`src/utf8_vietnamese_to_ascii_top_macros.svh`:
```
// assertion macros for the utf-8 vietnamese to ascii block
// used by utf8_vietnamese_to_ascii_top; no other dependencies
`ifndef UTF8_VIETNAMESE_TO_ASCII_TOP_MACROS_SVH
`define UTF8_VIETNAMESE_TO_ASCII_TOP_MACROS_SVH
`ifndef SYNTHESIS
// antecedent and consequent in the same cycle
`define U8VA_ASSERT_SAME(lbl, clk, rst, ante, cons) \
  lbl: assert property (@(posedge clk) disable iff (rst) (ante) |-> (cons)) \
    else $error("u8va assertion failed");
// consequent in the cycle after the antecedent
`define U8VA_ASSERT_NEXT(lbl, clk, rst, ante, cons) \
  lbl: assert property (@(posedge clk) disable iff (rst) (ante) |=> (cons)) \
    else $error("u8va assertion failed");
`else
`define U8VA_ASSERT_SAME(lbl, clk, rst, ante, cons)
`define U8VA_ASSERT_NEXT(lbl, clk, rst, ante, cons)
`endif
`endif

```
`src/u8va_pkg.sv`:
```
// shared types, constants and character mapping functions
// used by every module of the utf-8 vietnamese to ascii block
`default_nettype none
package u8va_pkg;

  localparam int QueueDepthDefault = 4;

  localparam logic [7:0] LeadC3 = 8'hC3;
  localparam logic [7:0] LeadC4 = 8'hC4;
  localparam logic [7:0] LeadC6 = 8'hC6;
  localparam logic [7:0] LeadE1 = 8'hE1;
  localparam logic [6:0] CharQuery = 7'h3F;
  localparam logic [6:0] CaseOffset = 7'h20;
  localparam logic [15:0] CpFirst = 16'h1EA0;
  localparam logic [15:0] CpLast = 16'h1EF9;

  // one queued request: up to two result characters
  typedef struct packed {
    logic       two;
    logic [6:0] c0;
    logic       h0;
    logic [6:0] c1;
    logic       last;
  } entry_t;

  typedef struct packed {
    logic full;
    logic empty;
  } q_status_t;

  // outcome of decoding a byte that starts a new character
  typedef struct packed {
    logic       res;
    logic [6:0] ch;
    logic       hold;
    logic       skip;
  } fresh_t;

  function automatic logic is_lead(input logic [7:0] b);
    is_lead = (b == LeadC3) || (b == LeadC4) || (b == LeadC6) || (b == LeadE1);
  endfunction

  function automatic fresh_t decode_fresh(input logic [7:0] b, input logic last);
    fresh_t f;
    f = '0;
    if (!b[7]) begin
      f.res = 1'b1;
      f.ch  = b[6:0];
    end else if (is_lead(b)) begin
      if (last) begin
        f.res = 1'b1;
        f.ch  = CharQuery;
      end else begin
        f.hold = 1'b1;
      end
    end else begin
      f.res  = 1'b1;
      f.ch   = CharQuery;
      f.skip = 1'b1;
    end
    return f;
  endfunction

  function automatic logic [6:0] map_pair(input logic [7:0] lead, input logic [7:0] b);
    logic [6:0] c;
    c = CharQuery;
    if (lead == LeadC3) begin
      unique case (b) inside
        [8'h80:8'h85]: c = 7'h41;
        [8'hA0:8'hA5]: c = 7'h61;
        [8'h88:8'h8B]: c = 7'h45;
        [8'hA8:8'hAB]: c = 7'h65;
        [8'h8C:8'h8F]: c = 7'h49;
        [8'hAC:8'hAF]: c = 7'h69;
        [8'h92:8'h96]: c = 7'h4F;
        [8'hB2:8'hB6]: c = 7'h6F;
        [8'h99:8'h9C]: c = 7'h55;
        [8'hB9:8'hBC]: c = 7'h75;
        8'h9D:         c = 7'h59;
        8'hBD, 8'hBF:  c = 7'h79;
        default:       c = CharQuery;
      endcase
    end else if (lead == LeadC4) begin
      unique case (b)
        8'h82:   c = 7'h41;
        8'h83:   c = 7'h61;
        8'h90:   c = 7'h44;
        8'h91:   c = 7'h64;
        default: c = CharQuery;
      endcase
    end else if (lead == LeadC6) begin
      unique case (b)
        8'hA0:   c = 7'h4F;
        8'hA1:   c = 7'h6F;
        8'hAF:   c = 7'h55;
        8'hB0:   c = 7'h75;
        default: c = CharQuery;
      endcase
    end
    return c;
  endfunction

  function automatic logic [6:0] map_triple(input logic [7:0] b2, input logic [7:0] b3);
    logic [15:0] cp;
    logic [6:0]  base;
    logic        known;
    cp = {(LeadE1[3:0]), b2[5:0], b3[5:0]};
    known = 1'b1;
    base = CharQuery;
    if (cp < CpFirst || cp > CpLast) known = 1'b0;
    else if (cp <= 16'h1EB7) base = 7'h41;
    else if (cp <= 16'h1EC7) base = 7'h45;
    else if (cp <= 16'h1ECB) base = 7'h49;
    else if (cp <= 16'h1EE3) base = 7'h4F;
    else if (cp <= 16'h1EF1) base = 7'h55;
    else base = 7'h59;
    if (!known) return CharQuery;
    return cp[0] ? base + CaseOffset : base;
  endfunction

endpackage
`default_nettype wire

```
`src/u8va_front.sv`:
```
// front end: takes input bytes, tracks sequence state, queues result requests
// depends on u8va_pkg
`default_nettype none
module u8va_front (
  input  wire logic               clk,
  input  wire logic               rst,
  input  wire logic               in_valid,
  output logic                    in_ready,
  input  wire logic [7:0]         in_byte,
  input  wire logic               in_last,
  input  wire u8va_pkg::q_status_t q_status,
  output logic                    push,
  output u8va_pkg::entry_t        entry
);

  logic [7:0] lead_byte, lead_byte_next;
  logic [7:0] second_byte, second_byte_next;
  logic [1:0] bytes_held, bytes_held_next;
  logic       skipping, skipping_next;
  logic       accept, cont, r0_v;
  u8va_pkg::fresh_t f;

  assign in_ready = !q_status.full;
  assign accept   = in_valid && in_ready;
  assign cont     = (in_byte[7:6] == 2'b10);

  always_comb begin
    lead_byte_next   = lead_byte;
    second_byte_next = second_byte;
    bytes_held_next  = bytes_held;
    skipping_next    = skipping;
    r0_v             = 1'b0;
    entry            = '0;
    f                = u8va_pkg::decode_fresh(in_byte, in_last);
    if (bytes_held == 2'd1 && lead_byte != u8va_pkg::LeadE1) begin
      r0_v            = 1'b1;
      entry.c0        = u8va_pkg::map_pair(lead_byte, in_byte);
      entry.h0        = 1'b1;
      bytes_held_next = 2'd0;
    end else if (bytes_held == 2'd1) begin
      if (!in_last) begin
        second_byte_next = in_byte;
        bytes_held_next  = 2'd2;
      end else begin
        r0_v            = 1'b1;
        entry.c0        = u8va_pkg::CharQuery;
        entry.h0        = 1'b1;
        bytes_held_next = 2'd0;
        // a non-continuation final byte is decoded afresh, always yielding a char
        if (!cont) begin
          entry.two = 1'b1;
          entry.c1  = f.ch;
        end
      end
    end else if (bytes_held != 2'd0) begin
      r0_v            = 1'b1;
      entry.c0        = u8va_pkg::map_triple(second_byte, in_byte);
      entry.h0        = 1'b1;
      bytes_held_next = 2'd0;
    end else if (!(skipping && cont)) begin
      r0_v          = f.res;
      entry.c0      = f.ch;
      entry.h0      = f.res;
      skipping_next = f.skip;
      if (f.hold) begin
        lead_byte_next  = in_byte;
        bytes_held_next = 2'd1;
      end
    end
    if (in_last) begin
      // bare end mark when the final byte gives nothing
      if (!r0_v) begin
        r0_v     = 1'b1;
        entry.c0 = '0;
        entry.h0 = 1'b0;
      end
      entry.last       = 1'b1;
      lead_byte_next   = '0;
      second_byte_next = '0;
      bytes_held_next  = '0;
      skipping_next    = 1'b0;
    end
  end

  assign push = accept && r0_v;

  always_ff @(posedge clk) begin
    if (rst) begin
      lead_byte   <= '0;
      second_byte <= '0;
      bytes_held  <= '0;
      skipping    <= 1'b0;
    end else if (accept) begin
      lead_byte   <= lead_byte_next;
      second_byte <= second_byte_next;
      bytes_held  <= bytes_held_next;
      skipping    <= skipping_next;
    end
  end

endmodule
`default_nettype wire

```
`src/u8va_queue.sv`:
```
// short request queue between the front and back ends
// depends on u8va_pkg
`default_nettype none
module u8va_queue #(
  parameter int Depth = u8va_pkg::QueueDepthDefault
) (
  input  wire logic                clk,
  input  wire logic                rst,
  input  wire logic                push,
  input  wire u8va_pkg::entry_t    wr_entry,
  input  wire logic                pop,
  output u8va_pkg::entry_t         rd_entry,
  output u8va_pkg::q_status_t      status
);

  localparam int PtrW = $clog2(Depth);
  localparam int CntW = $clog2(Depth + 1);

  u8va_pkg::entry_t slots [Depth];
  logic [PtrW-1:0] wr_ptr, rd_ptr;
  logic [CntW-1:0] count;

  assign status.full  = (count == CntW'(Depth));
  assign status.empty = (count == '0);
  assign rd_entry     = slots[rd_ptr];

  always_ff @(posedge clk) begin
    if (push) slots[wr_ptr] <= wr_entry;
  end

  always_ff @(posedge clk) begin
    if (rst) begin
      wr_ptr <= '0;
      rd_ptr <= '0;
      count  <= '0;
    end else begin
      if (push) wr_ptr <= (wr_ptr == PtrW'(Depth - 1)) ? '0 : wr_ptr + 1'b1;
      if (pop)  rd_ptr <= (rd_ptr == PtrW'(Depth - 1)) ? '0 : rd_ptr + 1'b1;
      if (push && !pop)      count <= count + 1'b1;
      else if (pop && !push) count <= count - 1'b1;
    end
  end

endmodule
`default_nettype wire

```
`src/u8va_back.sv`:
```
// back end: output register, sends one or two results per queued request
// depends on u8va_pkg
`default_nettype none
module u8va_back (
  input  wire logic                clk,
  input  wire logic                rst,
  input  wire u8va_pkg::entry_t    rd_entry,
  input  wire u8va_pkg::q_status_t q_status,
  output logic                     pop,
  output logic                     m_valid,
  input  wire logic                m_ready,
  output logic [6:0]               m_char,
  output logic                     m_has,
  output logic                     m_last
);

  u8va_pkg::entry_t cur;
  logic phase;
  logic take, finish, load;

  assign take   = m_valid && m_ready;
  assign finish = take && (phase || !cur.two);
  assign load   = !m_valid || finish;
  assign pop    = load && !q_status.empty;

  assign m_char = phase ? cur.c1 : cur.c0;
  assign m_has  = phase ? 1'b1 : cur.h0;
  assign m_last = cur.last && (phase || !cur.two);

  always_ff @(posedge clk) begin
    if (load) cur <= rd_entry;
  end

  always_ff @(posedge clk) begin
    if (rst) begin
      m_valid <= 1'b0;
      phase   <= 1'b0;
    end else if (load) begin
      m_valid <= !q_status.empty;
      phase   <= 1'b0;
    end else if (take) begin
      phase <= 1'b1;
    end
  end

endmodule
`default_nettype wire

```
`src/utf8_vietnamese_to_ascii_top.sv`:
```
// top level of the utf-8 vietnamese to ascii stripper
// depends on u8va_pkg, u8va_front, u8va_queue, u8va_back and the macros header
`default_nettype none
`include "utf8_vietnamese_to_ascii_top_macros.svh"
// Takes a UTF-8 string one byte per beat on the slave stream (tlast marks the
// final byte) and sends plain ASCII on the master stream. ASCII passes through,
// the Vietnamese letters of the C3, C4, C6 two-byte and E1 three-byte forms
// become their base letters, and anything unknown becomes '?'. A byte is taken
// every cycle while the request queue has room; the front end decides in the
// same cycle what the byte yields and queues it, and the back end sends one
// result per cycle from its output register while the sink is ready. A byte
// that yields two results (an E1 lead cut short by a final non-continuation
// byte) holds the back end for both, so the sustained rate is one byte per
// cycle except after such bytes. When the final byte yields no character a
// bare end mark is sent: tuser low, tdata zero, tlast high.
module utf8_vietnamese_to_ascii_top #(
  parameter int QUEUE_DEPTH = u8va_pkg::QueueDepthDefault
) (
  input  wire logic       clk,
  input  wire logic       rst,
  input  wire logic       s_axis_tvalid,
  output logic            s_axis_tready,
  input  wire logic [7:0] s_axis_tdata,   // in_byte [7:0]
  input  wire logic       s_axis_tlast,
  output logic            m_axis_tvalid,
  input  wire logic       m_axis_tready,
  output logic [7:0]      m_axis_tdata,   // out_char [6:0], zero [7]
  output logic            m_axis_tuser,   // has_char [0]
  output logic            m_axis_tlast
);

  // request handshake between front end and queue, queue and back end
  logic                q_push, q_pop;
  u8va_pkg::entry_t    q_wr, q_rd;
  u8va_pkg::q_status_t q_status;
  logic [6:0]          out_char;

  u8va_front u_front (
    .clk      (clk),
    .rst      (rst),
    .in_valid (s_axis_tvalid),
    .in_ready (s_axis_tready),
    .in_byte  (s_axis_tdata),
    .in_last  (s_axis_tlast),
    .q_status (q_status),
    .push     (q_push),
    .entry    (q_wr)
  );

  u8va_queue #(
    .Depth (QUEUE_DEPTH)
  ) u_queue (
    .clk      (clk),
    .rst      (rst),
    .push     (q_push),
    .wr_entry (q_wr),
    .pop      (q_pop),
    .rd_entry (q_rd),
    .status   (q_status)
  );

  u8va_back u_back (
    .clk      (clk),
    .rst      (rst),
    .rd_entry (q_rd),
    .q_status (q_status),
    .pop      (q_pop),
    .m_valid  (m_axis_tvalid),
    .m_ready  (m_axis_tready),
    .m_char   (out_char),
    .m_has    (m_axis_tuser),
    .m_last   (m_axis_tlast)
  );

  assign m_axis_tdata = {1'b0, out_char};

  // never write into a full queue, never read an empty one
  `U8VA_ASSERT_SAME(a_push_not_full, clk, rst, q_push, !q_status.full)
  `U8VA_ASSERT_SAME(a_pop_not_empty, clk, rst, q_pop, !q_status.empty)
  // a result without a character is only ever the end mark, and carries zero
  `U8VA_ASSERT_SAME(a_bare_is_last, clk, rst, m_axis_tvalid && !m_axis_tuser,
                    m_axis_tlast && (m_axis_tdata == 8'h00))
  // a push into an empty queue leaves it non-empty unless popped meanwhile
  `U8VA_ASSERT_NEXT(a_push_fills, clk, rst, q_push && q_status.empty,
                    !q_status.empty || $past(q_pop) || q_pop || m_axis_tvalid)

endmodule
`default_nettype wire

```
`config.mk`:
```
export PLATFORM = sky130hd
export DESIGN_NAME = utf8_vietnamese_to_ascii_top
export DESIGN_NICKNAME = d
export VERILOG_FILES = /design/src/u8va_pkg.sv /design/src/u8va_front.sv /design/src/u8va_queue.sv /design/src/u8va_back.sv /design/src/utf8_vietnamese_to_ascii_top.sv
export VERILOG_INCLUDE_DIRS = /design/src /design/src/src
export SDC_FILE = /design/constraint.sdc
export NUM_CORES = 1
export LEC_CHECK = 0
export ABC_AREA = 0
export BUFFER_PORTS_ARGS = -buffer_cell sky130_fd_sc_hd__buf_2
export CORE_AREA = 8 8 75 142
export DETAILED_ROUTE_END_ITERATION = 10
export DIE_AREA = 0 0 83 150
export MAX_ROUTING_LAYER = met4
export PLACE_DENSITY = 0.89
export SYNTH_ARGS = -nofsm -noshare
export SYNTH_HDL_FRONTEND = slang
export SYNTH_SLANG_ARGS = --single-unit
```
`constraint.sdc`:
```
create_clock -name clk -period 3.4 [get_ports clk]
set_clock_uncertainty 0.1 [all_clocks]
set_input_delay 0.51 -clock clk [delete_from_list [all_inputs] [get_ports clk]]
set_output_delay 0.51 -clock clk [all_outputs]
set_load 0.05 [all_outputs]
```
==> results of run 1 <==
power by group:
group | switching [mW] | internal (mW) | total, mW
registers | 0.109 | 1.73 | 1.84
logic | 0.632 | 0.414 | 1.05
clock network | 0.468 | 0.578 | 1.05
total | 1.21 | 2.72 | 3.93
sequential cells by signal, summed over array words and instances, names as in the netlist:
signal,cells
u_back.cur,17
u_back.m_valid,1
u_back.phase,1
u_front.bytes_held,2
u_front.lead_byte,8
u_front.second_byte,6
u_front.skipping,1
u_queue.count,3
u_queue.rd_ptr,2
u_queue.slots,68
u_queue.wr_ptr,2
tightest hold or removal path, delay by kind of cell:
family / cells / cell delay [ps]
simple gates: 2 / 130
buf+inv: 1 / 100
cell families (layout without fill, tap and decap cells):
| kind of cell | Yosys count | in the layout | synth area share, % |
|---|---|---|---|
| AO/OA/AOI/OAI | 77 | 77 | 10.4 |
| XOR/XNOR | 5 | 5 | 0.837 |
| adder cells (fa/ha/maj) | 7 | 7 | 1.82 |
| buffers and inverters | 34 | 65 | 2.97 |
| flip-flops | 111 | 111 | 58.8 |
| multiplexers | 31 | 31 | 10.2 |
| other | 1 | 1 | 0.0717 |
| AND/OR/NAND/NOR | 151 | 151 | 15.0 |
layout by cell type, fill, tap and decap left out, types with 3 or more instances in the layout:
cell type / instances
nor2b_1: 7
a21oi_1: 23
nand4_1: 3
nor2_1: 46
o21ai_0: 10
mux4_2: 17
and2_1: 9
clkbuf_16: 9
dfxtp_1: 26
or2_2: 3
mux2i_1: 7
buf_4: 16
xor2_1: 3
nand3_1: 11
nor4_1: 3
nor3_1: 12
inv_1: 9
nand2b_1: 6
a31oi_1: 5
buf_2: 23
nand2_1: 25
ha_1: 6
or3_1: 7
o21a_1: 3
a22o_1: 3
mux2_2: 7
a21o_1: 3
and3_1: 3
edfxtp_1: 85
o211a_1: 4
worst min path at each step:
stage / start / endpoint / slack, ps
final: m_axis_tready / u_back.phase / 330
after global routing: s_axis_tdata[0] / u_front.lead_byte[0] / 350
after CTS: m_axis_tready / u_back.phase / 330
after detailed placement: u_front.lead_byte[3] / u_front.lead_byte[3] / 340
after global placement: u_front.lead_byte[3] / u_front.lead_byte[3] / 340
after floorplan: u_front.lead_byte[4] / u_front.lead_byte[4] / 320
stage by stage:
stage	area (sq um)	utilization (%)	power [mW]	std cells
floorplan	5230	-	2.68	417
global placement	5480	61.6	2.87	534
detailed placement	5480	61.6	2.93	534
CTS	5770	64.9	3.96	550
global route	5770	64.9	4.10	550
finish	5770	64.9	3.93	550
per-layer routing:
layer | routed length [um] | part of all wire [%] | track usage, %
met1 | 4060 | 34 | 18.6
met2 | 6560 | 56 | 35.2
met3 | 543 | 4.6 | 4.03
met4 | 625 | 5.3 | 14.3
met5 | 0 | 0 | -
layout make-up:
class | instances | area share (%)
Clock inverter | 6 | 1.19
Multi-Input combinational cell | 272 | 34.7
Timing Repair Buffer | 39 | 4.07
Clock buffer | 10 | 3.97
Sequential cell | 111 | 53.2
Inverter | 10 | 0.650
Tap cell | 102 | 2.21
==> impl_metrics.prom, run 1 <==
# TYPE chip_impl_metric gauge
chip_impl_info{name="status",value="finished, final reports clean"} 1
chip_impl_metric{name="grt_overflow_total",unit=""} 0
chip_impl_metric{name="async_flop_share",unit="%"} 0
chip_impl_metric{name="place.gp.congestion",unit=""} 0.931
chip_impl_metric{name="report.final.slew_viol_count",unit=""} 0
chip_impl_metric{name="clkSinkCount",unit=""} 111
chip_impl_metric{name="netlist_area",unit="sq um"} 5230
chip_impl_metric{name="filler_cell_count",unit=""} 634
chip_impl_info{name="yosys-top-cells-area",value="edfxtp_1 49%, dfxtp_1 10%, mux4_2 7.3%"} 1
chip_impl_info{name="path_cells",value="and4bb_2, nand4b_2, or3_1, o311a_1, ha_1, inv_1, fa_1, xor2_1, or3_1, a21oi_1"} 1
chip_impl_metric{name="post_cts_resized",unit=""} 0
chip_impl_metric{name="drt_pass_1_iters",unit=""} 5
chip_impl_metric{name="max-slew-margin-rel",unit="%"} 39.2
chip_impl_metric{name="synthesis.instances",unit=""} 417
chip_impl_info{name="rsz_0062_raised_after_global_routing",value="no"} 1
chip_impl_metric{name="grt_antenna_before_repair",unit=""} 0
chip_impl_info{name="class_of_the_most_critical_setup_path",value="reg2reg"} 1
chip_impl_metric{name="ff2ff_setup_slack",unit="ps"} 610
chip_impl_metric{name="cts_setup_buffers",unit=""} 0
chip_impl_metric{name="synth_warnings",unit=""} 0
chip_impl_metric{name="num_vias",unit=""} 3570
chip_impl_metric{name="fp.dieArea",unit="sq um"} 12500
chip_impl_metric{name="hold-path-cell-count",unit=""} 3
chip_impl_metric{name="drv_cap",unit=""} 0
chip_impl_metric{name="layout-drive-gt1-share",unit="%"} 20.5
chip_impl_metric{name="period_minus_slack",unit="ps"} 2790
chip_impl_metric{name="worst_pin_slew",unit="ps"} 911
chip_impl_metric{name="worstSkewPairLatency",unit="ps"} 350
chip_impl_info{name="cp-startpoint",value="u_front.lead_byte[4]"} 1
chip_impl_metric{name="grt_max_degree",unit=""} 23
chip_impl_metric{name="multiInputGateArea",unit="sq um"} 2000
chip_impl_metric{name="worstRegToRegCells",unit=""} 10
chip_impl_info{name="cp-end-kind",value="flip-flop"} 1
chip_impl_info{name="worstSetupStartpointType",value="flip-flop"} 1
chip_impl_metric{name="worstSetupPathDepth",unit=""} 10
chip_impl_metric{name="p_leak",unit="nW"} 2.04
chip_impl_metric{name="setup_viol",unit=""} 0
chip_impl_metric{name="tns",unit="ps"} 0
chip_impl_info{name="synth.cells.most_frequent",value="85 x edfxtp_1, 46 x nor2_1, 26 x dfxtp_1, 25 x nand2_1, 23 x a21oi_1"} 1
chip_impl_metric{name="tritoncts.num_buffers",unit=""} 9
chip_impl_metric{name="ios",unit=""} 25
chip_impl_info{name="reg2reg_to",value="u_queue.count[2]"} 1
chip_impl_metric{name="gr-usage-all-layers",unit="%"} 19.9
chip_impl_metric{name="power-per-cell-area",unit="nW/um^2"} 680
chip_impl_info{name="yosys.cell_count.top_type",value="edfxtp_1"} 1
chip_impl_metric{name="timing.hold.ws",unit="ps"} 334
chip_impl_metric{name="fraction_of_post_synthesis_cell_area_in_the_top_cell_type_by_area",unit="%"} 48.8
chip_impl_metric{name="number_of_flip_flops_and_latches_in_the_synthesized_netlist",unit=""} 111
chip_impl_metric{name="detail_route_antenna_nets",unit=""} 0
chip_impl_info{name="cp_common_cell",value="or3_1"} 1
chip_impl_metric{name="hold_buffer_count_at_cts",unit=""} 0
chip_impl_metric{name="die_height",unit="um"} 150
chip_impl_metric{name="final.setup.worst_slack",unit="ps"} 607
chip_impl_info{name="dominant_register_cell_in_the_synthesized_netlist",value="edfxtp_1"} 1
chip_impl_metric{name="vias_in_the_first_global_route",unit=""} 3715
chip_impl_metric{name="port_buffers",unit=""} 23
chip_impl_info{name="critical_path.top_delay_family",value="simple AND/OR/NAND/NOR gates"} 1
chip_impl_info{name="critical-path-slowest-cell",value="or3_1"} 1
chip_impl_metric{name="wl_per_cell",unit="um"} 21.4
chip_impl_metric{name="wl",unit="mm"} 11.8
chip_impl_metric{name="detail_route.drc_violations",unit=""} 0
chip_impl_metric{name="die_width",unit="um"} 83
chip_impl_metric{name="slowest_delay",unit="ps"} 410
chip_impl_metric{name="dpl_worst_slack",unit="ps"} 338
chip_impl_metric{name="min_period_over_period",unit="%"} 82.2
chip_impl_metric{name="synthesis.area_per_instance",unit="sq um"} 12.5
chip_impl_metric{name="postSynthNetCount",unit=""} 437
chip_impl_info{name="synth.largest_area_cell",value="edfxtp_1"} 1
chip_impl_metric{name="h_tree_lvl_count",unit=""} 3
chip_impl_metric{name="std_cell_rows",unit=""} 49
chip_impl_metric{name="path_buf_inv",unit=""} 1
chip_impl_metric{name="effective_utilization_at_floorplan",unit="%"} 58.8
chip_impl_metric{name="synth-edff-count",unit=""} 85
chip_impl_metric{name="yosysUniqueCellTypes",unit=""} 68
chip_impl_metric{name="dp.final_hpwl",unit="mm"} 8.60
chip_impl_metric{name="cts-root-to-sink-buffers",unit=""} 2
chip_impl_metric{name="regArea",unit="sq um"} 3070
chip_impl_metric{name="critical_path_required",unit="ps"} 3580
chip_impl_metric{name="clkTransAtPathRegs",unit="ps"} 70
chip_impl_info{name="setup.worst_path.end",value="u_queue.count[2]"} 1
chip_impl_info{name="worstReg2RegStart",value="u_front.lead_byte[4]"} 1
chip_impl_metric{name="grt_pass1_wl",unit="mm"} 18.8
chip_impl_metric{name="detailedRoute.firstIterationViolations",unit=""} 277
chip_impl_metric{name="design.core.area",unit="sq um"} 8890
chip_impl_info{name="hp_class",value="in2reg"} 1
chip_impl_metric{name="worstPathArrival",unit="ps"} 2970
chip_impl_metric{name="fraction_of_the_yosys_area_taken_by_sequential_cells",unit="%"} 58.8
chip_impl_metric{name="achievable-frequency",unit="MHz"} 358
chip_impl_info{name="tritoncts",value="yes"} 1
chip_impl_metric{name="finalHoldViolCount",unit=""} 0
chip_impl_metric{name="crit_path_max_fanout",unit=""} 8
chip_impl_metric{name="worst_ir_drop_vdd",unit="V"} 0.000323
chip_impl_metric{name="area_growth",unit="%"} 10.4
chip_impl_metric{name="final_nets",unit=""} 463
chip_impl_metric{name="routed_via_density",unit=""} 6.49
chip_impl_metric{name="antenna_cells_inserted",unit=""} 0
chip_impl_info{name="cts_root_buf",value="clkbuf_16"} 1
Power figures use the tool's default switching activity.
==> inputs of run 2 (changes only) <==
Settings changed: CORE_AREA 8 8 75 142 to 8 8 78 149, DIE_AREA 0 0 83 150 to 0 0 86 157, PLACE_DENSITY 0.89 to 0.85.
Clock period 3.4 ns to 2.4 ns, I/O delays scaled along.
==> run 2 against run 1 <==
  * Critical path type unchanged
  * Critical endpoint unchanged
  * Core utilization decreased by 0.53 points
  * Via count increased by 2.9%
  * Highest routed layer unchanged
  * Clock power increased by 37%
  * Global-route usage decreased by 0.72 points
  * Die area increased by 8.4%
==> impl_metrics.prom, run 2 (synthesis gave the netlist of run 1 again) <==
# TYPE chip_impl_metric gauge
chip_impl_metric{name="std_cell_rows",unit=""} 51
chip_impl_info{name="tritoncts",value="yes"} 1
chip_impl_metric{name="die_height",unit="um"} 157
chip_impl_info{name="reg2reg_to",value="u_queue.count[2]"} 1
chip_impl_metric{name="report.final.slew_viol_count",unit=""} 0
chip_impl_info{name="highest_count_cells_in_the_layout_ignoring_fill_and_taps",value="85 x edfxtp_1, 52 x buf_4, 46 x nor2_1, 25 x dfxtp_1, 24 x nand2_1"} 1
chip_impl_info{name="worstReg2RegStart",value="u_front.lead_byte[4]"} 1
chip_impl_metric{name="final_cell_area",unit="sq um"} 6210
chip_impl_metric{name="h_tree_lvl_count",unit=""} 3
chip_impl_metric{name="total_power",unit="mW"} 5.66
chip_impl_metric{name="antenna_cells_inserted",unit=""} 0
chip_impl_metric{name="tritoncts.num_buffers",unit=""} 9
chip_impl_metric{name="worstPathArrival",unit="ps"} 2560
chip_impl_metric{name="routed_via_density",unit=""} 5.93
chip_impl_metric{name="max-slew-margin-rel",unit="%"} 50.3
chip_impl_metric{name="period_minus_slack",unit="ps"} 2390
chip_impl_metric{name="num_vias",unit=""} 3675
chip_impl_metric{name="worst_pin_slew",unit="ps"} 743
chip_impl_info{name="status",value="finished, final reports clean"} 1
chip_impl_metric{name="area_growth",unit="%"} 18.7
chip_impl_metric{name="grt_pass1_wl",unit="mm"} 19.3
chip_impl_metric{name="min_period_over_period",unit="%"} 99.5
chip_impl_metric{name="drt_pass_1_iters",unit=""} 4
chip_impl_metric{name="finalHoldViolCount",unit=""} 0
chip_impl_metric{name="die_width",unit="um"} 86
chip_impl_metric{name="detail_route.drc_violations",unit=""} 0
chip_impl_info{name="rsz_0062_raised_after_global_routing",value="yes"} 1
chip_impl_metric{name="drv_cap",unit=""} 0
chip_impl_metric{name="grt_antenna_before_repair",unit=""} 0
chip_impl_metric{name="setup_viol",unit=""} 0
chip_impl_metric{name="layout-drive-gt1-share",unit="%"} 28.7
chip_impl_metric{name="dp.final_hpwl",unit="mm"} 8.94
chip_impl_info{name="reg_top3",value="u_queue.slots: 68 flops, u_back.cur: 17 flops, u_front.lead_byte: 8 flops"} 1
chip_impl_metric{name="tns",unit="ps"} 0
chip_impl_info{name="worstSetupStartpointType",value="flip-flop"} 1
chip_impl_metric{name="clkSinkCount",unit=""} 111
chip_impl_info{name="class_of_the_most_critical_setup_path",value="reg2reg"} 1
chip_impl_metric{name="design.core.area",unit="sq um"} 9640
chip_impl_info{name="cp-end-kind",value="flip-flop"} 1
chip_impl_metric{name="wl",unit="mm"} 11.9
chip_impl_metric{name="effective_utilization_at_floorplan",unit="%"} 54.3
chip_impl_info{name="cts_root_buf",value="clkbuf_16"} 1
chip_impl_metric{name="hold_buffer_count_at_cts",unit=""} 0
chip_impl_metric{name="worst_ir_drop_vdd",unit="V"} 0.000400
chip_impl_metric{name="port_buffers",unit=""} 23
chip_impl_info{name="cp-startpoint",value="u_front.lead_byte[4]"} 1
chip_impl_metric{name="fp.dieArea",unit="sq um"} 13500
chip_impl_metric{name="achievable-frequency",unit="MHz"} 419
chip_impl_metric{name="power-per-cell-area",unit="nW/um^2"} 912
chip_impl_metric{name="ff2ff_setup_slack",unit="ps"} 10
chip_impl_metric{name="vias_in_the_first_global_route",unit=""} 3803
chip_impl_metric{name="place.gp.congestion",unit=""} 0.964
chip_impl_metric{name="detail_route_antenna_nets",unit=""} 0
chip_impl_metric{name="ios",unit=""} 25
chip_impl_metric{name="grt_overflow_total",unit=""} 0
chip_impl_info{name="layout_commonest_cell",value="edfxtp_1"} 1
chip_impl_info{name="hp_class",value="in2reg"} 1
chip_impl_metric{name="p_leak",unit="nW"} 2.27
chip_impl_metric{name="gr-usage-all-layers",unit="%"} 19.2
chip_impl_metric{name="worstSkewPairLatency",unit="ps"} 340
chip_impl_metric{name="crit_path_max_fanout",unit=""} 2
chip_impl_info{name="register_ranked_first_by_flip_flop_count",value="u_queue.slots"} 1
chip_impl_metric{name="cts-root-to-sink-buffers",unit=""} 2
chip_impl_info{name="setup.worst_path.end",value="u_queue.count[2]"} 1
chip_impl_metric{name="clkTransAtPathRegs",unit="ps"} 80
chip_impl_metric{name="worstRegToRegCells",unit=""} 10
chip_impl_metric{name="grt_max_degree",unit=""} 25
chip_impl_metric{name="detailedRoute.firstIterationViolations",unit=""} 232
chip_impl_metric{name="largest_register_ff_count",unit=""} 68
chip_impl_metric{name="critical_path_required",unit="ps"} 2580
chip_impl_metric{name="final_nets",unit=""} 503
chip_impl_metric{name="wl_per_cell",unit="um"} 19.3
chip_impl_metric{name="placedInstanceArea",unit="sq um"} 5870
[run 2: worst min path at each step]
stage	from	endpoint	slack, ps	cells after the start
global route	m_axis_tready	u_back.phase	190	3
CTS	m_axis_tready	u_back.phase	180	3
detailed placement	u_front.lead_byte[4]	u_front.lead_byte[4]	340	1
finish	m_axis_tready	u_back.phase	190	3
floorplan	u_front.lead_byte[4]	u_front.lead_byte[4]	320	1
global placement	u_front.lead_byte[4]	u_front.lead_byte[4]	340	1
[run 2: report_power, final]
part           switching, mW  total (mW)  internal [mW]
Sequential            0.0899        2.53           2.45
Clock                  0.658        1.44          0.785
Combinational          0.999        1.68          0.683
[run 2: area by class of cell]
| type | instances | area [sq um] |
|---|---|---|
| clock inverter | 5 | 43.8 |
| clock buffer | 11 | 254 |
| fill | 751 | 3430 |
| sequential | 111 | 3070 |
| inverter | 10 | 37.5 |
| timing repair buffer | 79 | 586 |
| tap | 132 | 165 |
| multi-input combinational | 272 | 2050 |
[run 2: critical path: stages (launching register included)]
cell and delay, ps:
dfxtp_1 310, and4bb_2 340, nand4b_4 110, or3_1 320, o311a_1 170, ha_4 180
inv_2 60, fa_2 190, xor2_1 70, or3_1 340, a21oi_2 150
[run 2: per-stage QoR]
| step | cells | hold WS (ps) | utilization, % | worst slack [ps] |
|---|---|---|---|---|
| floorplan | 417 | 322 | - | -67.9 |
| global placement | 602 | 338 | 60.9 | -149 |
| detailed placement | 602 | 341 | 60.9 | -235 |
| CTS | 619 | 177 | 64.2 | 9.64 |
| global route | 620 | 193 | 64.4 | -94.8 |
| finish | 620 | 185 | 64.4 | 10.9 |
[run 2: what timing repair did]
item	4_1_cts	5_1_grt
endpoints found under the setup margin	1	2
gates resized for setup	2	2
gates cloned	0	0
pin swaps	3	1
setup buffers	1	1
[run 2: per-layer routing]
layer / track usage, % / wire (um)
met2: 34.4 / 6590
met3: 3.39 / 493
met5: - / 0
met4: 12.9 / 626
met1: 18.0 / 4230
==> inputs of run 3 (changes only) <==
Settings changed: CORE_AREA 8 8 78 149 to 5 5 83 161, DIE_AREA 0 0 86 157 to 0 0 88 166, PLACE_DENSITY 0.85 to 0.73.
==> run 3 against run 2 <==
  * The flow now finishes with violations (negative setup slack)
  * Sequential share of layout area is 0.10 points higher
  * Maximum frequency is 0.54% lower
  * Final cell count is 2.3% higher
  * Non-clock buffer count is 1 lower
  * Combinational power hardly changed
  * Clock power is 6% lower
  * Sequential power hardly changed
  * Die area is 8.2% higher
  * Worst hold slack better by 12 ps
  * First-iteration DRC count is 19% lower
  * Critical path type unchanged
  * Largest cell class unchanged
==> impl_metrics.prom, run 3 (synthesis gave the netlist of run 1 again) <==
# TYPE chip_impl_metric gauge
chip_impl_metric{name="dpl_worst_slack",unit="ps"} -221
chip_impl_metric{name="detail_route.drc_violations",unit=""} 0
chip_impl_metric{name="die_height",unit="um"} 166
chip_impl_metric{name="critical_path_required",unit="ps"} 2320
chip_impl_metric{name="layout-drive-gt1-share",unit="%"} 28.5
chip_impl_metric{name="vias_in_the_first_global_route",unit=""} 3829
chip_impl_metric{name="routed_via_density",unit=""} 5.75
chip_impl_metric{name="achievable-frequency",unit="MHz"} 416
chip_impl_metric{name="h_tree_lvl_count",unit=""} 3
chip_impl_info{name="path_cells",value="and4bb_2, buf_4, buf_4, nand2b_1, nor4_1, buf_4, a211oi_1, o31ai_1, nand4_1"} 1
chip_impl_metric{name="grt_max_degree",unit=""} 23
chip_impl_metric{name="dp.final_hpwl",unit="mm"} 9.21
chip_impl_info{name="rsz_0062_raised_after_global_routing",value="yes"} 1
chip_impl_info{name="worst_hold_path.endpoint",value="u_back.phase"} 1
chip_impl_metric{name="drv_cap",unit=""} 0
chip_impl_metric{name="power-per-cell-area",unit="nW/um^2"} 903
chip_impl_metric{name="place_inst",unit=""} 616
chip_impl_metric{name="design.core.area",unit="sq um"} 12100
chip_impl_metric{name="gr-usage-all-layers",unit="%"} 18.2
chip_impl_metric{name="wl_per_cell",unit="um"} 19.0
chip_impl_metric{name="grt_pass1_wl",unit="mm"} 19.7
chip_impl_metric{name="worstRegToRegCells",unit=""} 9
chip_impl_info{name="worstSetupStartpointType",value="flip-flop"} 1
chip_impl_metric{name="drt_pass_1_iters",unit=""} 5
chip_impl_info{name="tritoncts",value="yes"} 1
chip_impl_metric{name="p_leak",unit="nW"} 2.24
chip_impl_info{name="reg_top3",value="u_queue.slots: 68 flops, u_back.cur: 17 flops, u_front.lead_byte: 8 flops"} 1
chip_impl_metric{name="effective_utilization_at_floorplan",unit="%"} 43.4
chip_impl_info{name="hold_startpoint",value="m_axis_tready"} 1
chip_impl_info{name="layout_commonest_cell",value="edfxtp_1"} 1
chip_impl_metric{name="ios",unit=""} 25
chip_impl_metric{name="grt_antenna_before_repair",unit=""} 0
chip_impl_metric{name="antenna_cells_inserted",unit=""} 0
chip_impl_metric{name="min_period_over_period",unit="%"} 100
chip_impl_metric{name="worst_pin_slew",unit="ps"} 650
chip_impl_info{name="violations",value="negative setup slack"} 1
chip_impl_metric{name="wl",unit="mm"} 12.1
chip_impl_metric{name="detail_route_antenna_nets",unit=""} 0
chip_impl_metric{name="detailedRoute.firstIterationViolations",unit=""} 189
chip_impl_metric{name="max-slew-margin-rel",unit="%"} 56.3
chip_impl_metric{name="grt_overflow_total",unit=""} 0
chip_impl_metric{name="path_buf_inv",unit=""} 3
chip_impl_metric{name="place.gp.congestion",unit=""} 0.914
chip_impl_info{name="highest_count_cells_in_the_layout_ignoring_fill_and_taps",value="85 x edfxtp_1, 51 x buf_4, 46 x nor2_1, 25 x dfxtp_1, 24 x nand2_1"} 1
chip_impl_info{name="worstReg2RegStart",value="u_front.lead_byte[4]"} 1
chip_impl_info{name="status",value="finished with violations"} 1
chip_impl_metric{name="final.setup.worst_slack",unit="ps"} -2.13
chip_impl_metric{name="hold_buffer_count_at_cts",unit=""} 0
chip_impl_metric{name="die_width",unit="um"} 88
chip_impl_metric{name="worst_ir_drop_vdd",unit="V"} 0.000540
chip_impl_info{name="critical_path.top_delay_family",value="simple AND/OR/NAND/NOR gates"} 1
chip_impl_info{name="hp_class",value="in2reg"} 1
chip_impl_metric{name="tritoncts.num_buffers",unit=""} 9
chip_impl_info{name="class_of_the_most_critical_setup_path",value="reg2reg"} 1
chip_impl_info{name="cp_common_cell",value="buf_4"} 1
chip_impl_metric{name="largest_register_ff_count",unit=""} 68
chip_impl_metric{name="num_vias",unit=""} 3643
chip_impl_info{name="register_ranked_first_by_flip_flop_count",value="u_queue.slots"} 1
chip_impl_metric{name="ff2ff_setup_slack",unit="ps"} -2
chip_impl_metric{name="report.final.slew_viol_count",unit=""} 0
chip_impl_metric{name="cts-root-to-sink-buffers",unit=""} 2
chip_impl_info{name="cts_root_buf",value="clkbuf_16"} 1
chip_impl_info{name="critical-path-slowest-cell",value="and4bb_2"} 1
chip_impl_metric{name="slowest_delay",unit="ps"} 340
chip_impl_metric{name="worstPathArrival",unit="ps"} 2320
chip_impl_metric{name="port_buffers",unit=""} 23
chip_impl_metric{name="area_growth",unit="%"} 18.4
chip_impl_metric{name="setup_viol",unit=""} 4
chip_impl_info{name="cp-end-kind",value="flip-flop"} 1
chip_impl_metric{name="std_cell_rows",unit=""} 57
chip_impl_metric{name="period_minus_slack",unit="ps"} 2400
chip_impl_metric{name="final_nets",unit=""} 502
chip_impl_info{name="reg2reg_to",value="u_queue.slots[0][14]"} 1
chip_impl_metric{name="clkTransAtPathRegs",unit="ps"} 70
chip_impl_metric{name="fp.dieArea",unit="sq um"} 14600
chip_impl_metric{name="clkSinkCount",unit=""} 111
chip_impl_metric{name="hold-path-cell-count",unit=""} 3
chip_impl_metric{name="layout.cells.non_filler",unit=""} 634
chip_impl_metric{name="worstSkewPairLatency",unit="ps"} 340
chip_impl_metric{name="crit_path_max_fanout",unit=""} 4
chip_impl_metric{name="finalHoldViolCount",unit=""} 0
run 3: changes by cell type in the layout (fill, tap and decap cells not counted), sizes merged:
cell | previous run | this run
clkinvlp | 0 | 3
inv | 14 | 11
buf | 79 | 78
run 3: report_power, final:
part	switching (mW)	internal, mW	total (mW)
Combinational	1.00	0.704	1.70
Sequential	0.0969	2.44	2.54
Clock	0.640	0.706	1.35
Total	1.74	3.85	5.59
run 3: per-layer routing:
layer	track usage (%)	routed length, um	vias to the layer above
met2	31.1	6600	117
met5	-	0	-
li1	-	-	1707
met1	18.1	4170	1765
met3	3.33	458	54
met4	12.2	831	0
run 3: cell type report:
type,count,area (sq um)
Clock buffer,11,233
Tap cell,147,184
Sequential cell,111,3070
Multi-Input combinational cell,272,2050
Inverter,10,37.5
Clock inverter,5,36.3
Timing Repair Buffer,78,578
Fill cell,1058,5860
run 3: what timing repair did:
action,in CTS,in global routing
endpoints found under the hold margin,0,0
pin swaps,1,4
resized for setup,2,3
setup buffers,2,0
setup endpoints to repair,1,10
run 3: tightest hold or removal path: cells and delay by family:
kind / cells / cell delay (ps)
and+or+nand+nor: 2 / 130
buffers and inverters: 1 / 100
run 3: worst max path at each step:
stage | start | end | slack (ps) | cells past startpoint
2_1_floorplan | s_axis_tdata[2] | u_queue.count[2] | -70 | 12
3_3_place_gp | s_axis_tdata[1] | u_queue.count[2] | -150 | 11
3_5_place_dp | s_axis_tdata[1] | u_queue.count[2] | -220 | 11
4_1_cts | u_front.lead_byte[3] | u_queue.count[2] | -20 | 10
5_1_grt | u_front.lead_byte[4] | u_queue.count[2] | -110 | 10
6_report | u_front.lead_byte[4] | u_queue.slots[0][14] | -2 | 9
run 3: stage by stage:
| step | area (sq um) | power [mW] | TNS, ps | hold slack, ps | util (%) |
|---|---|---|---|---|---|
| finish | 6190 | 5.59 | -7.21 | 197 | 51.4 |
| global route | 6190 | 5.90 | -615 | 211 | 51.4 |
| CTS | 6180 | 5.64 | -16.2 | 195 | 51.3 |
| detailed placement | 5880 | 4.30 | -1140 | 344 | 48.8 |
| global placement | 5880 | 4.23 | -567 | 337 | 48.8 |
| floorplan | 5260 | 3.84 | -108 | 322 | - |
